File: src/rtl/core/rgbhsl_pkg.sv
// ----------------------------------------------------------------------------
// rgbhsl_pkg
// Types, constants and the shared divider step for the RGB to HSL pipeline.
// ----------------------------------------------------------------------------
package rgbhsl_pkg;

	localparam int CHAN_W     = 8;
	localparam int HUE_W      = 11;
	localparam int SAT_W      = 13;
	localparam int LIGHT_W    = 9;

	// quotient bits per divider: saturation up to 4096, hue fraction up to 256
	localparam int SAT_QBITS  = 13;
	localparam int HUE_QBITS  = 9;

	localparam logic [LIGHT_W-1:0] LIGHT_HALF = 9'd255;
	localparam logic [LIGHT_W-1:0] LIGHT_FULL = 9'd510;
	localparam logic [11:0]        HUE_FULL   = 12'd1536;

	typedef struct packed {
		logic [CHAN_W-1:0] red;
		logic [CHAN_W-1:0] green;
		logic [CHAN_W-1:0] blue;
	} rgb_t;

	typedef struct packed {
		logic [HUE_W-1:0]   hue;
		logic [SAT_W-1:0]   saturation;
		logic [LIGHT_W-1:0] lightness;
	} hsl_t;

	// sector code times 512 gives the hue base
	typedef enum logic [1:0] {
		SEC_RED   = 2'd0,
		SEC_GREEN = 2'd1,
		SEC_BLUE  = 2'd2
	} sector_t;

	typedef struct packed {
		logic [CHAN_W-1:0] rem;
		logic              qbit;
	} div_step_t;

	// one restoring division step: shift in one dividend bit, trial subtract
	function automatic div_step_t div_step(input logic [CHAN_W-1:0] rem,
	                                       input logic              din,
	                                       input logic [CHAN_W-1:0] divisor);
		logic [CHAN_W:0] trial;
		div_step_t       res;
		trial = {rem, din};
		if (trial >= {1'b0, divisor}) begin
			res.rem  = CHAN_W'(trial - {1'b0, divisor});
			res.qbit = 1'b1;
		end else begin
			res.rem  = trial[CHAN_W-1:0];
			res.qbit = 1'b0;
		end
		return res;
	endfunction

endpackage

File: src/rtl/core/rgb_to_hsl_converter_top.sv
// ----------------------------------------------------------------------------
// rgb_to_hsl_converter_top
// Pipelined fixed-point RGB to HSL conversion, one pixel per clock unless the output stalls.
// ----------------------------------------------------------------------------
// Takes one 8-bit RGB pixel per beat and returns hue (1/256 sextant, 0..1535),
// saturation (Q0.12, 0..4096) and lightness (max+min, 0..510). The block
// accepts a new pixel every clock while the output side takes results. The
// pipeline has one stage for max/min/sector selection, 13 stages of two
// restoring dividers (saturation resolves one quotient bit per stage, hue one
// bit per stage in the first HUE_QBITS stages only; the 13-bit saturation
// quotient sets the depth), and one output stage that forms the hue. The whole
// pipeline holds when the output beat is not taken, so nothing is dropped.
module rgb_to_hsl_converter_top (
	input  logic                clk,
	input  logic                arst_n,
	input  logic                pixel_valid,
	output logic                pixel_ready,
	input  rgbhsl_pkg::rgb_t    pixel,
	output logic                hsl_valid,
	input  logic                hsl_ready,
	output rgbhsl_pkg::hsl_t    hsl
);
	import rgbhsl_pkg::*;

	// global advance: the output register is free or being drained this cycle
	logic adv;
	logic out_valid_q;
	hsl_t out_data_q;

	assign adv         = !out_valid_q || hsl_ready;
	assign pixel_ready = adv;
	assign hsl_valid   = out_valid_q;
	assign hsl         = out_data_q;

	// ------------------------------------------------------------------
	// Stage 1: max, min, lightness, divisors and hue sector
	// ------------------------------------------------------------------
	logic [CHAN_W-1:0]  mx, mn, delta, den, absd;
	logic [LIGHT_W-1:0] sum;
	logic signed [CHAN_W:0] diff;
	sector_t            sector;

	always_comb begin
		mx = pixel.red;
		if (pixel.green > mx) mx = pixel.green;
		if (pixel.blue > mx)  mx = pixel.blue;
		mn = pixel.red;
		if (pixel.green < mn) mn = pixel.green;
		if (pixel.blue < mn)  mn = pixel.blue;

		sum   = {1'b0, mx} + {1'b0, mn};
		delta = mx - mn;
		// saturation divisor: sum at or below half scale, else its mirror
		if (sum <= LIGHT_HALF) begin
			den = sum[CHAN_W-1:0];
		end else begin
			den = CHAN_W'(LIGHT_FULL - sum);
		end

		// first channel equal to max wins the sector
		if (pixel.red == mx) begin
			sector = SEC_RED;
			diff   = $signed({1'b0, pixel.green}) - $signed({1'b0, pixel.blue});
		end else if (pixel.green == mx) begin
			sector = SEC_GREEN;
			diff   = $signed({1'b0, pixel.blue}) - $signed({1'b0, pixel.red});
		end else begin
			sector = SEC_BLUE;
			diff   = $signed({1'b0, pixel.red}) - $signed({1'b0, pixel.green});
		end
		absd = diff[CHAN_W] ? CHAN_W'(-diff) : diff[CHAN_W-1:0];
	end

	logic               valid_s1;
	logic [LIGHT_W-1:0] sum_s1;
	logic [CHAN_W-1:0]  delta_s1, den_s1, absd_s1;
	logic               neg_s1;
	sector_t            sector_s1;

	always_ff @(posedge clk or negedge arst_n) begin
		if (!arst_n) begin
			valid_s1 <= 1'b0;
		end else if (adv) begin
			valid_s1 <= pixel_valid;
		end
	end

	always_ff @(posedge clk) begin
		if (adv) begin
			sum_s1    <= sum;
			delta_s1  <= delta;
			den_s1    <= den;
			absd_s1   <= absd;
			neg_s1    <= diff[CHAN_W];
			sector_s1 <= sector;
		end
	end

	// ------------------------------------------------------------------
	// Divider stages: saturation = (delta << 12) / den,
	// hue fraction = (|diff| << 8) / delta, one quotient bit per stage.
	// Initial remainders are the operand's upper 7 bits; its lsb is the
	// first bit shifted in, followed by zeros.
	// ------------------------------------------------------------------
	logic                 valid_s   [SAT_QBITS];
	logic [LIGHT_W-1:0]   sum_s     [SAT_QBITS];
	logic [CHAN_W-1:0]    delta_s   [SAT_QBITS];
	logic [CHAN_W-1:0]    den_s     [SAT_QBITS];
	logic                 neg_s     [SAT_QBITS];
	sector_t              sector_s  [SAT_QBITS];
	logic [CHAN_W-1:0]    sat_rem_s [SAT_QBITS];
	logic [SAT_W-1:0]     sat_q_s   [SAT_QBITS];
	logic [CHAN_W-1:0]    hue_rem_s [SAT_QBITS];
	logic [HUE_QBITS-1:0] hue_q_s   [SAT_QBITS];

	for (genvar k = 0; k < SAT_QBITS; k++) begin : g_div
		logic                 p_valid;
		logic [LIGHT_W-1:0]   p_sum;
		logic [CHAN_W-1:0]    p_delta, p_den, p_sat_rem, p_hue_rem;
		logic                 p_neg, sat_din, hue_din;
		sector_t              p_sector;
		logic [SAT_W-1:0]     p_sat_q;
		logic [HUE_QBITS-1:0] p_hue_q;
		div_step_t            sat_st, hue_st;

		if (k == 0) begin : g_first
			assign p_valid   = valid_s1;
			assign p_sum     = sum_s1;
			assign p_delta   = delta_s1;
			assign p_den     = den_s1;
			assign p_neg     = neg_s1;
			assign p_sector  = sector_s1;
			assign p_sat_rem = {1'b0, delta_s1[CHAN_W-1:1]};
			assign p_hue_rem = {1'b0, absd_s1[CHAN_W-1:1]};
			assign p_sat_q   = '0;
			assign p_hue_q   = '0;
			assign sat_din   = delta_s1[0];
			assign hue_din   = absd_s1[0];
		end else begin : g_next
			assign p_valid   = valid_s[k-1];
			assign p_sum     = sum_s[k-1];
			assign p_delta   = delta_s[k-1];
			assign p_den     = den_s[k-1];
			assign p_neg     = neg_s[k-1];
			assign p_sector  = sector_s[k-1];
			assign p_sat_rem = sat_rem_s[k-1];
			assign p_hue_rem = hue_rem_s[k-1];
			assign p_sat_q   = sat_q_s[k-1];
			assign p_hue_q   = hue_q_s[k-1];
			assign sat_din   = 1'b0;
			assign hue_din   = 1'b0;
		end

		assign sat_st = div_step(p_sat_rem, sat_din, p_den);
		assign hue_st = div_step(p_hue_rem, hue_din, p_delta);

		always_ff @(posedge clk or negedge arst_n) begin
			if (!arst_n) begin
				valid_s[k] <= 1'b0;
			end else if (adv) begin
				valid_s[k] <= p_valid;
			end
		end

		always_ff @(posedge clk) begin
			if (adv) begin
				sum_s[k]     <= p_sum;
				delta_s[k]   <= p_delta;
				den_s[k]     <= p_den;
				neg_s[k]     <= p_neg;
				sector_s[k]  <= p_sector;
				sat_rem_s[k] <= sat_st.rem;
				sat_q_s[k]   <= {p_sat_q[SAT_W-2:0], sat_st.qbit};
				// hue divider finishes early; later stages just carry it
				if (k < HUE_QBITS) begin
					hue_rem_s[k] <= hue_st.rem;
					hue_q_s[k]   <= {p_hue_q[HUE_QBITS-2:0], hue_st.qbit};
				end else begin
					hue_rem_s[k] <= p_hue_rem;
					hue_q_s[k]   <= p_hue_q;
				end
			end
		end
	end

	// ------------------------------------------------------------------
	// Output stage: hue = sector*512 +/- fraction, floored, wrapped
	// ------------------------------------------------------------------
	localparam int L = SAT_QBITS - 1;

	logic        grey;
	logic [9:0]  mag;
	logic [11:0] hbase, hraw, hwrap;

	always_comb begin
		grey  = (delta_s[L] == '0);
		// negative fraction floors away from zero when a remainder is left
		mag   = {1'b0, hue_q_s[L]} + {9'd0, neg_s[L] && (hue_rem_s[L] != '0)};
		hbase = {1'b0, sector_s[L], 9'd0};
		hraw  = neg_s[L] ? (hbase - {2'b00, mag}) : (hbase + {2'b00, mag});
		hwrap = hraw[11] ? (hraw + HUE_FULL) : hraw;
	end

	always_ff @(posedge clk or negedge arst_n) begin
		if (!arst_n) begin
			out_valid_q <= 1'b0;
		end else if (adv) begin
			out_valid_q <= valid_s[L];
		end
	end

	always_ff @(posedge clk) begin
		if (adv) begin
			out_data_q.lightness  <= sum_s[L];
			out_data_q.saturation <= grey ? '0 : sat_q_s[L];
			out_data_q.hue        <= grey ? '0 : hwrap[HUE_W-1:0];
		end
	end

endmodule
File: config.mk
export PLATFORM = sky130hd
export DESIGN_NAME = rgb_to_hsl_converter_top
export DESIGN_NICKNAME = d
export VERILOG_FILES = /design/src/rtl/core/rgbhsl_pkg.sv /design/src/rtl/core/rgb_to_hsl_converter_top.sv
export SDC_FILE = /design/constraint.sdc
export NUM_CORES = 1
export LEC_CHECK = 0
export BUFFER_PORTS_ARGS = -buffer_cell sky130_fd_sc_hd__buf_4
export CELL_PAD_IN_SITES_DETAIL_PLACEMENT = 1
export CELL_PAD_IN_SITES_GLOBAL_PLACEMENT = 2
export CORE_ASPECT_RATIO = 1.4
export CORE_MARGIN = 1.5
export CORE_UTILIZATION = 40
export CTS_BUF_LIST = sky130_fd_sc_hd__clkbuf_8 sky130_fd_sc_hd__clkbuf_16
export DETAILED_ROUTE_END_ITERATION = 16
export GPL_TIMING_DRIVEN = 0
export HOLD_SLACK_MARGIN = 0.12
export PLACE_DENSITY = 0.79
export SLEW_MARGIN = 20
export SYNTH_ARGS = -nofsm -noshare
export SYNTH_HDL_FRONTEND = slang
export SYNTH_SLANG_ARGS = --single-unit
File: constraint.sdc
create_clock -name clk -period 28.3 [get_ports clk]
set_input_delay 7.075 -clock clk [delete_from_list [all_inputs] [get_ports clk]]
set_output_delay 7.075 -clock clk [all_outputs]
set_load 0.1 [all_outputs]
; Yosys cells after proc, flatten, opt, wreduce, memory -nomap -nowiden
; Memories as Yosys holds them, arrays and structs flattened. A register that Yosys moved wholly into a read port is not among the register bits.
; Cells that the tools add are included.
[word_totals]
register_bits = 62
ram_bits = 858
in_bits = 28
out_inout_bits = 35
word_cells = 133
n_memories = 9
[mem_list]
columns = memory, depth, word_bits, rd, rd_ports_with_merged_regs, write_ports, line
row1 = sat_q_s, 13, 13, 13, 1, 13, rgb_to_hsl_converter_top.sv:112  ; logic [SAT_W-1:0] sat_q_s [SAT_QBITS];
row2 = hue_q_s, 13, 9, 13, 0, 13, rgb_to_hsl_converter_top.sv:114  ; logic [HUE_QBITS-1:0] hue_q_s [SAT_QBITS];
row3 = sum_s, 13, 9, 13, 1, 13, rgb_to_hsl_converter_top.sv:106  ; logic [LIGHT_W-1:0] sum_s [SAT_QBITS];
row4 = delta_s, 13, 8, 13, 0, 13, rgb_to_hsl_converter_top.sv:107  ; logic [CHAN_W-1:0] delta_s [SAT_QBITS];
row5 = den_s, 13, 8, 12, 0, 13, rgb_to_hsl_converter_top.sv:108  ; logic [CHAN_W-1:0] den_s [SAT_QBITS];
row6 = hue_rem_s, 13, 8, 13, 0, 13, rgb_to_hsl_converter_top.sv:113  ; logic [CHAN_W-1:0] hue_rem_s [SAT_QBITS];
row7 = +3 memories, n/a, n/a, n/a, n/a, n/a, n/a
[op_classes]
add_sub_neg = 33
order_cmp = 27
n_eq_ne = 2
mux = 35
n_reduce_logical = 5
[ops]
columns = operator, n
row1 = 9-bit two-way mux, 24
row2 = 8-bit subtractor, 23
row3 = 9-bit by 8-bit >= comparator with 1-bit output, 20
row4 = 8-bit two-way mux, 6
row5 = 8-bit by 8-bit subtractor with 9-bit output, 3
row6 = 8-bit equality test, 2
row7 = 8-bit >= comparator, 2
row8 = 8-bit > comparator, 2
row9 = 8-bit < comparator, 2
row10 = 11-bit by 10-bit adder with 12-bit output, 1
row11 = 12-bit two-way mux, 1
row12 = 11-bit by 10-bit subtractor with 12-bit output, 1
row13 = "11-bit adder, second input constant", 1
row14 = 11-bit two-way mux, 1
row15 = 9-bit by 1-bit adder with 10-bit output, 1
row16 = 8-bit by 8-bit adder with 9-bit output, 1
row17 = "9-bit by 8-bit <= comparator with 1-bit output, second input constant", 1
row18 = 8-bit logical NOT, 1
row19 = 8-bit negator, 1
row20 = 8-bit nonzero test, 1
row21 = "8-bit subtractor, first input constant", 1
row22 = 1-bit two-way mux, 2
row23 = 2-bit two-way mux, 1
row24 = 1-bit logical AND, 1
row25 = 2 further kinds, 2

; Logic depth before layout (Yosys ltp)
; Gate-level depths: netlist of run 1.
[depth]
ltp_word = 9
depth_mapped = 29
ltp_nobuf = 26

; Worst setup path before layout of run 1
; OpenSTA, ideal clock, no wires.
[synth_timing]
path_kind = input port to output port
startpoint = in hsl_ready
endpoint = out pixel_ready
arrival_time_ns = 22.868
t_required_ns = 21.225
path_slack_ns = -1.643
path_stages = 4
path_buffers = 2
path_cell_list = nor2b_1 > clkbuf_1 > clkbuf_1 > inv_1
[synth_between]
elab_chain_cells = 1
[synth_lines]
columns = item, line
row1 = from (decl), rgb_to_hsl_converter_top.sv:20  ; input logic hsl_ready,
row2 = 1-bit logical OR, rgb_to_hsl_converter_top.sv:30  ; assign adv = !out_valid_q || hsl_ready;
row3 = to (decl), rgb_to_hsl_converter_top.sv:17  ; output logic pixel_ready,
; Every way passes these cells.

; Worst setup path in the final report of run 1
; Ends and elaborated chain as after synthesis.

==> metrics.csv, run 1 <==
metric,value,unit
grt_first_pass_wirelength,110000,um
coreArea,88400,um^2
finalHoldViolations,0,
maxSlewViolCount,0,
tritoncts,yes,
io_buffers,62,
ant_nets,0,
dp_hpwl,51700,um
syn_to_final_growth,14.1,%
drt_first_pass_iters,4,
final.period_utilization,0.633,
synth_cells,2649,
postCtsSetupBuffers,0,
die_h,357,um
yosys_register_bits,785,
synth_seq_area_share,0.657,
cts_sinks,785,
insertedDiodeCount,0,
end_kind,primary output,
min_to,hue_q_s[1][36],
start_util,0.404,
finClkSkew,0.0206,ns
grt_pass1_vias,22600,
fin_cells,4053,
layout.nets,3106,
grt_start_max_net_pins,41,
synth_top_area_cell,edfxtp_1,
grtUsageTotal,0.151,
clk_pin_slew_worst_paths,0.06,ns
place_congestion,0.855,
r2r-start,neg_s[3][0],
place_inst,3916,
cp.arrival,10.83,ns
worst_slack,10.40,ns
post-route-min-period,17.90,ns
routed_wl,68100,um
vias,20200,
num_io_pins,63,
setup_viol,0,
r2r_slack,23.91,ns
max-clock-path-buffers,3,
worst_slew_pin_slew,0.745,ns
die-area,91200,um^2
dieWidth,256,um
path_class,input pin to primary output,
synth_cell_types,61,
register_area,23500,um^2
yosys.area.top_type_share,0.647,
cpPeakStageDelay,0.63,ns
ys_top_cells_by_area,"edfxtp_1 (65%), ha_1 (8.3%), inv_1 (3.8%), o21ai_0 (2.5%), xor2_1 (1.8%)",
r2r-end,hsl[32],
status,"complete, no violations",
crit_top_cell,buf_12,
hp-start,hue_q_s[1][27],
antenna_found_initial,0,
synth_nets,2941,
fillCellCount,8994,
routed_via_density,4.99,
fmax,0.0559,GHz
rsz0062_at_grt,false,
utilization,0.461,
ys_async_sr_fraction,0.0191,
wl_per_cell,16.8,um
synth_warnings,0,
cts_hold_buffers,0,
drc,0,
cp_cell_sequence,buf_4 > nor2b_1 > clkbuf_1 > clkbuf_1 > clkinvlp_4 > buf_12 > buf_16 > buf_16 > buf_16 > buf_12 > buf_16 > buf_12 > buf_12 > buf_12 > buf_4,
root_buffer,clkbuf_16,
syn_avg_cell_area,13.5,um^2
hold_class,flip-flop to flip-flop,
max_cap_violations,0,
drtIter0Drc,863,
insertion_delay,0.63,ns
cp_max_fo,36,
cts-buffers-inserted,75,
rr_worst_depth,15,
start_kind,input pin,
multi_input_area,10700,um^2
synth-main-ff-cell,edfxtp_1,
slew_headroom,0.500,
preCtsSetupSlack,10.35,ns
min_path_cells,0,
synth_edf_count,770,
htree_levels,3,
grt_overflow,0,
syn_area,35700,um^2
cts_resized,0,
rows,129,
critPathRequiredTime,21.22,ns
cpMaxStageDelayCell,clkinvlp_4,
drive_gt1_frac,0.0859,
==> flip-flops by register name (all words and copies together), names as in the netlist <==
register / flops
absd_s1: 8
delta_s: 92
delta_s1: 7
den_s: 94
den_s1: 7
g_div.p_neg: 1
g_div.p_sector: 2
g_div.p_sum: 9
g_div.p_valid: 13
hsl: 33
hsl_valid: 1
hue_q_s: 81
hue_rem_s: 104
neg_s: 13
sat_q_s: 91
sat_rem_s: 96
sector_s: 26
sum_s: 106
valid_s: 1
==> cell usage after synthesis (4+ instances only) <==
master	count
nand2b_1	15
o31ai_1	39
nand4_1	29
and3_1	36
a21boi_0	29
xor2_1	75
fa_1	26
nand2_1	152
o21ai_1	4
xnor2_1	71
nor4_1	7
a21o_1	33
inv_1	361
nand3_1	25
nor2b_1	39
nor3_1	4
mux2_2	25
edfxtp_1	770
dfrtp_1	15
o21bai_1	30
a31oi_1	4
a21oi_1	131
o21a_1	9
a311oi_1	20
nor2_1	166
o21ai_0	178
and2_1	19
mux2i_1	23
ha_1	238
clkbuf_1	33
==> cell type report <==
| type | instances | share of cell area |
|---|---|---|
| Sequential cell | 785 | 0.576 |
| Multi-Input combinational cell | 1465 | 0.263 |
| Clock buffer | 75 | 0.0460 |
| Tap cell | 1179 | 0.0362 |
| Inverter | 361 | 0.0333 |
| Timing Repair Buffer | 88 | 0.0256 |
| Clock inverter | 62 | 0.0159 |
| Buffer | 38 | 0.00423 |
==> critical path: cells and delay by family <==
| kind | cells | cell delay, ns |
|---|---|---|
| buffers and inverters | 14 | 3.58 |
| and+or+nand+nor | 1 | 0.09 |
==> per-stage QoR <==
| step | hold WS, ns | TNS (ns) | cell area, um^2 |
|---|---|---|---|
| after floorplan | 0.400 | 0 | 35700 |
| after global placement | 0.400 | -2.73 | 37700 |
| after detailed placement | 0.405 | 0 | 38300 |
| after CTS | 0.404 | 0 | 40800 |
| after global routing | 0.414 | 0 | 40800 |
| final | 0.406 | 0 | 40800 |
==> layer usage <==
metal	vias up	global-route usage	wire, um
met1	9973	0.125	21700
met4	0	0.0825	3310
li1	9807	-	-
met3	186	0.0227	1690
met5	-	0	0
met2	267	0.326	41400
==> cells in the final DEF, fill, tap and decap left out, drive strengths merged, types with 71 or more instances in the layout <==
master,synthesis,layout
a21oi,133,133
buf,5,93
clkbuf,33,108
edfxtp,770,770
ha,238,238
inv,361,376
nand2,152,152
nor2,168,168
o21ai,183,183
xnor2,71,71
xor2,75,75
==> cells by family after synthesis <==
kind of cell | after synthesis | synth area share
DFF | 785 | 0.657
adders and majority gates | 264 | 0.0979
xor gates and xnor gates | 146 | 0.0358
muxes | 53 | 0.0164
AOI/OAI and AO/OA | 499 | 0.0846
buffers and inverters | 399 | 0.0427
and+or+nand+nor | 503 | 0.0652
==> worst max path at each step <==
stage,startpoint,end,slack [ns],depth (start not counted)
final,hsl_ready,pixel_ready,10.40,15
after global routing,hsl_ready,pixel_ready,10.08,15
after CTS,hsl_ready,pixel_ready,10.32,15
after detailed placement,hsl_ready,pixel_ready,10.35,15
after global placement,hsl_ready,pixel_ready,-2.73,6
after floorplan,hsl_ready,pixel_ready,4.61,4
Power of run 1 is left out: the tool's default activity adds up to more than one toggle a clock period on the data nets, which glitch-free logic cannot reach.
==> run 2, diff against run 1 <==
--- a/config.mk
+++ b/config.mk
@@ -15,7 +15,7 @@
 export DETAILED_ROUTE_END_ITERATION = 16
 export GPL_TIMING_DRIVEN = 0
 export HOLD_SLACK_MARGIN = 0.12
-export PLACE_DENSITY = 0.79
+export PLACE_DENSITY = 0.76
 export SLEW_MARGIN = 20
 export SYNTH_ARGS = -nofsm -noshare
 export SYNTH_HDL_FRONTEND = slang
==> constraint.sdc (replaced) <==
create_clock -name clk -period 17.8 [get_ports clk]
set_input_delay 4.45 -clock clk [delete_from_list [all_inputs] [get_ports clk]]
set_output_delay 4.45 -clock clk [all_outputs]
set_load 0.1 [all_outputs]
==> metrics.csv, run 2 (synthesized netlist as in run 1, its figures left out) <==
metric,value,unit,change
dieWidth,256,um,unchanged
cp_max_fo,32,,-11%
finClkSkew,0.0233,ns,+0.00270 ns
wl_met2,40700,um,-1.9%
critPathRequiredTime,13.35,ns,-7.87 ns
slew_headroom,0.522,,+0.0220
multi_input_area,10700,um^2,unchanged
root_buffer,clkbuf_16,,
finalHoldViolations,0,,unchanged
worst_slew_pin_slew,0.697,ns,-0.0476 ns
r2r_slack,13.36,ns,-10.55 ns
cts-buffers-inserted,74,,-1.3%
insertedDiodeCount,0,,unchanged
clk_pin_slew_worst_paths,0.06,ns,about the same
cts_resized,0,,unchanged
status,"complete, no violations",,
reg.largest.list,"sum_s x106, hue_rem_s x104, sat_rem_s x96",,
dp_hpwl,50700,um,-2.0%
start_util,0.404,,unchanged
regMostFlops,sum_s,,
postCtsSetupBuffers,0,,unchanged
wl_met1,21300,um,-1.9%
tritoncts,yes,,
hold_class,flip-flop to flip-flop,,
wl_met3,1640,um,-3.0%
layout.nets,3103,,-0.097%
drc,0,,unchanged
routed_via_density,4.99,,about the same
rr_worst_depth,15,,unchanged
max_cap_violations,0,,unchanged
min_path_cells,0,,unchanged
cp_cell_sequence,buf_4 > nor2b_1 > clkbuf_4 > clkbuf_8 > clkinvlp_4 > buf_12 > buf_12 > buf_12 > buf_12 > buf_12 > buf_12 > buf_4,,
grt_first_pass_wirelength,109000,um,-1.2%
critPathTopFamily,buffers and inverters,,
place_congestion,0.864,,+1.1%
end_kind,primary output,,
drive_gt1_frac,0.0857,,-0.000199
coreArea,88400,um^2,unchanged
worstSetupEndpoint,pixel_ready,,
die-area,91200,um^2,unchanged
htree_levels,3,,unchanged
crit_top_cell,buf_12,,
drtIter0Drc,695,,-19%
maxSlewViolCount,0,,unchanged
vias,20200,,-0.12%
register_area,23500,um^2,unchanged
drt_first_pass_iters,6,,+2
insertion_delay,0.63,ns,about the same
layout_commonest_cell,edfxtp_1,,
rows,129,,unchanged
routed_wl,67500,um,-0.96%
fin_tns_setup,0,ns,unchanged
path_buf_inv,11,,-3
cpPeakStageDelay,0.51,ns,-0.12 ns
antenna_found_initial,0,,unchanged
r2r-start,neg_s[3][0],,
die_h,357,um,unchanged
cts_sinks,785,,unchanged
num_io_pins,63,,unchanged
setup_viol,0,,unchanged
grt_pass1_vias,22800,,+0.57%
final.period_utilization,0.657,,
r2r-end,hsl[32],,
post-route-min-period,11.69,ns,
syn_to_final_growth,13.8,%,
largest_reg_flops,106,,unchanged
cts_hold_buffers,0,,unchanged
cp_num_cells,12,,-3
grt_start_max_net_pins,39,,-4.9%
io_buffers,62,,unchanged
fillCellCount,9049,,+0.61%
cpMaxStageDelayCell,clkinvlp_4,,
rsz0062_at_grt,false,,
fmax,0.0855,GHz,
ant_nets,0,,unchanged
crit_path_start,hsl_ready,,
start_kind,input pin,,
max-clock-path-buffers,3,,unchanged
grt_overflow,0,,unchanged
wl_per_cell,16.7,um,-0.84%
grtUsageTotal,0.149,,-0.00160
final_cell_mix,"edfxtp_1 (770), inv_1 (372), ha_1 (238)",,
path_class,input pin to primary output,,
cp.arrival,7.24,ns,-3.59 ns
top_layer,met4,,
## run 2: final cells by class
type,instances,area share
timing repair buffer,86,0.0238
clock buffer,75,0.0461
clock inverter,59,0.0145
sequential,785,0.578
multi-input combinational,1465,0.264
tap,1179,0.0363
buffer,38,0.00458
inverter,361,0.0334
## run 2: worst reg2reg max path, delay by kind of cell, from the launching register on
family	cells	cell delay [ns]
compound gates	1	0.28
xor+xnor	3	0.38
fa+ha+maj	2	0.63
mux	1	0.23
buf+inv	2	0.69
flops	1	0.32
simple gates	6	1.67
## run 2: through the flow
step / hold WS, ns / instance area [um^2] / util / cells / worst slack (ns)
2_1_floorplan: 0.400 / 35800 / - / 2649 / -0.175
3_3_place_gp: 0.400 / 37700 / 0.426 / 3890 / -7.59
3_5_place_dp: 0.405 / 38200 / 0.432 / 3914 / 6.04
4_1_cts: 0.405 / 40700 / 0.460 / 4048 / 6.04
5_1_grt: 0.402 / 40700 / 0.460 / 4048 / 5.89
6_report: 0.404 / 40700 / 0.460 / 4048 / 6.11
## run 2: layer usage
layer / GRT usage / vias to the layer above
li1: - / 9800
met4: 0.0910 / 0
met2: 0.324 / 278
met5: 0 / -
met1: 0.120 / 9938
met3: 0.0209 / 193
## run 2: worst min path at each step
stage                     from                to  slack [ns]
2_1_floorplan    delta_s[4][2]    delta_s[4][10]        0.40
3_3_place_gp     delta_s[4][4]    delta_s[4][12]        0.40
3_5_place_dp   hue_rem_s[1][5]  hue_rem_s[1][13]        0.41
4_1_cts         sector_s[1][2]    sector_s[1][4]        0.40
5_1_grt         sector_s[1][2]    sector_s[1][4]        0.40
6_report        sector_s[1][2]    sector_s[1][4]        0.40
Power of run 2 is left out for the same reason.
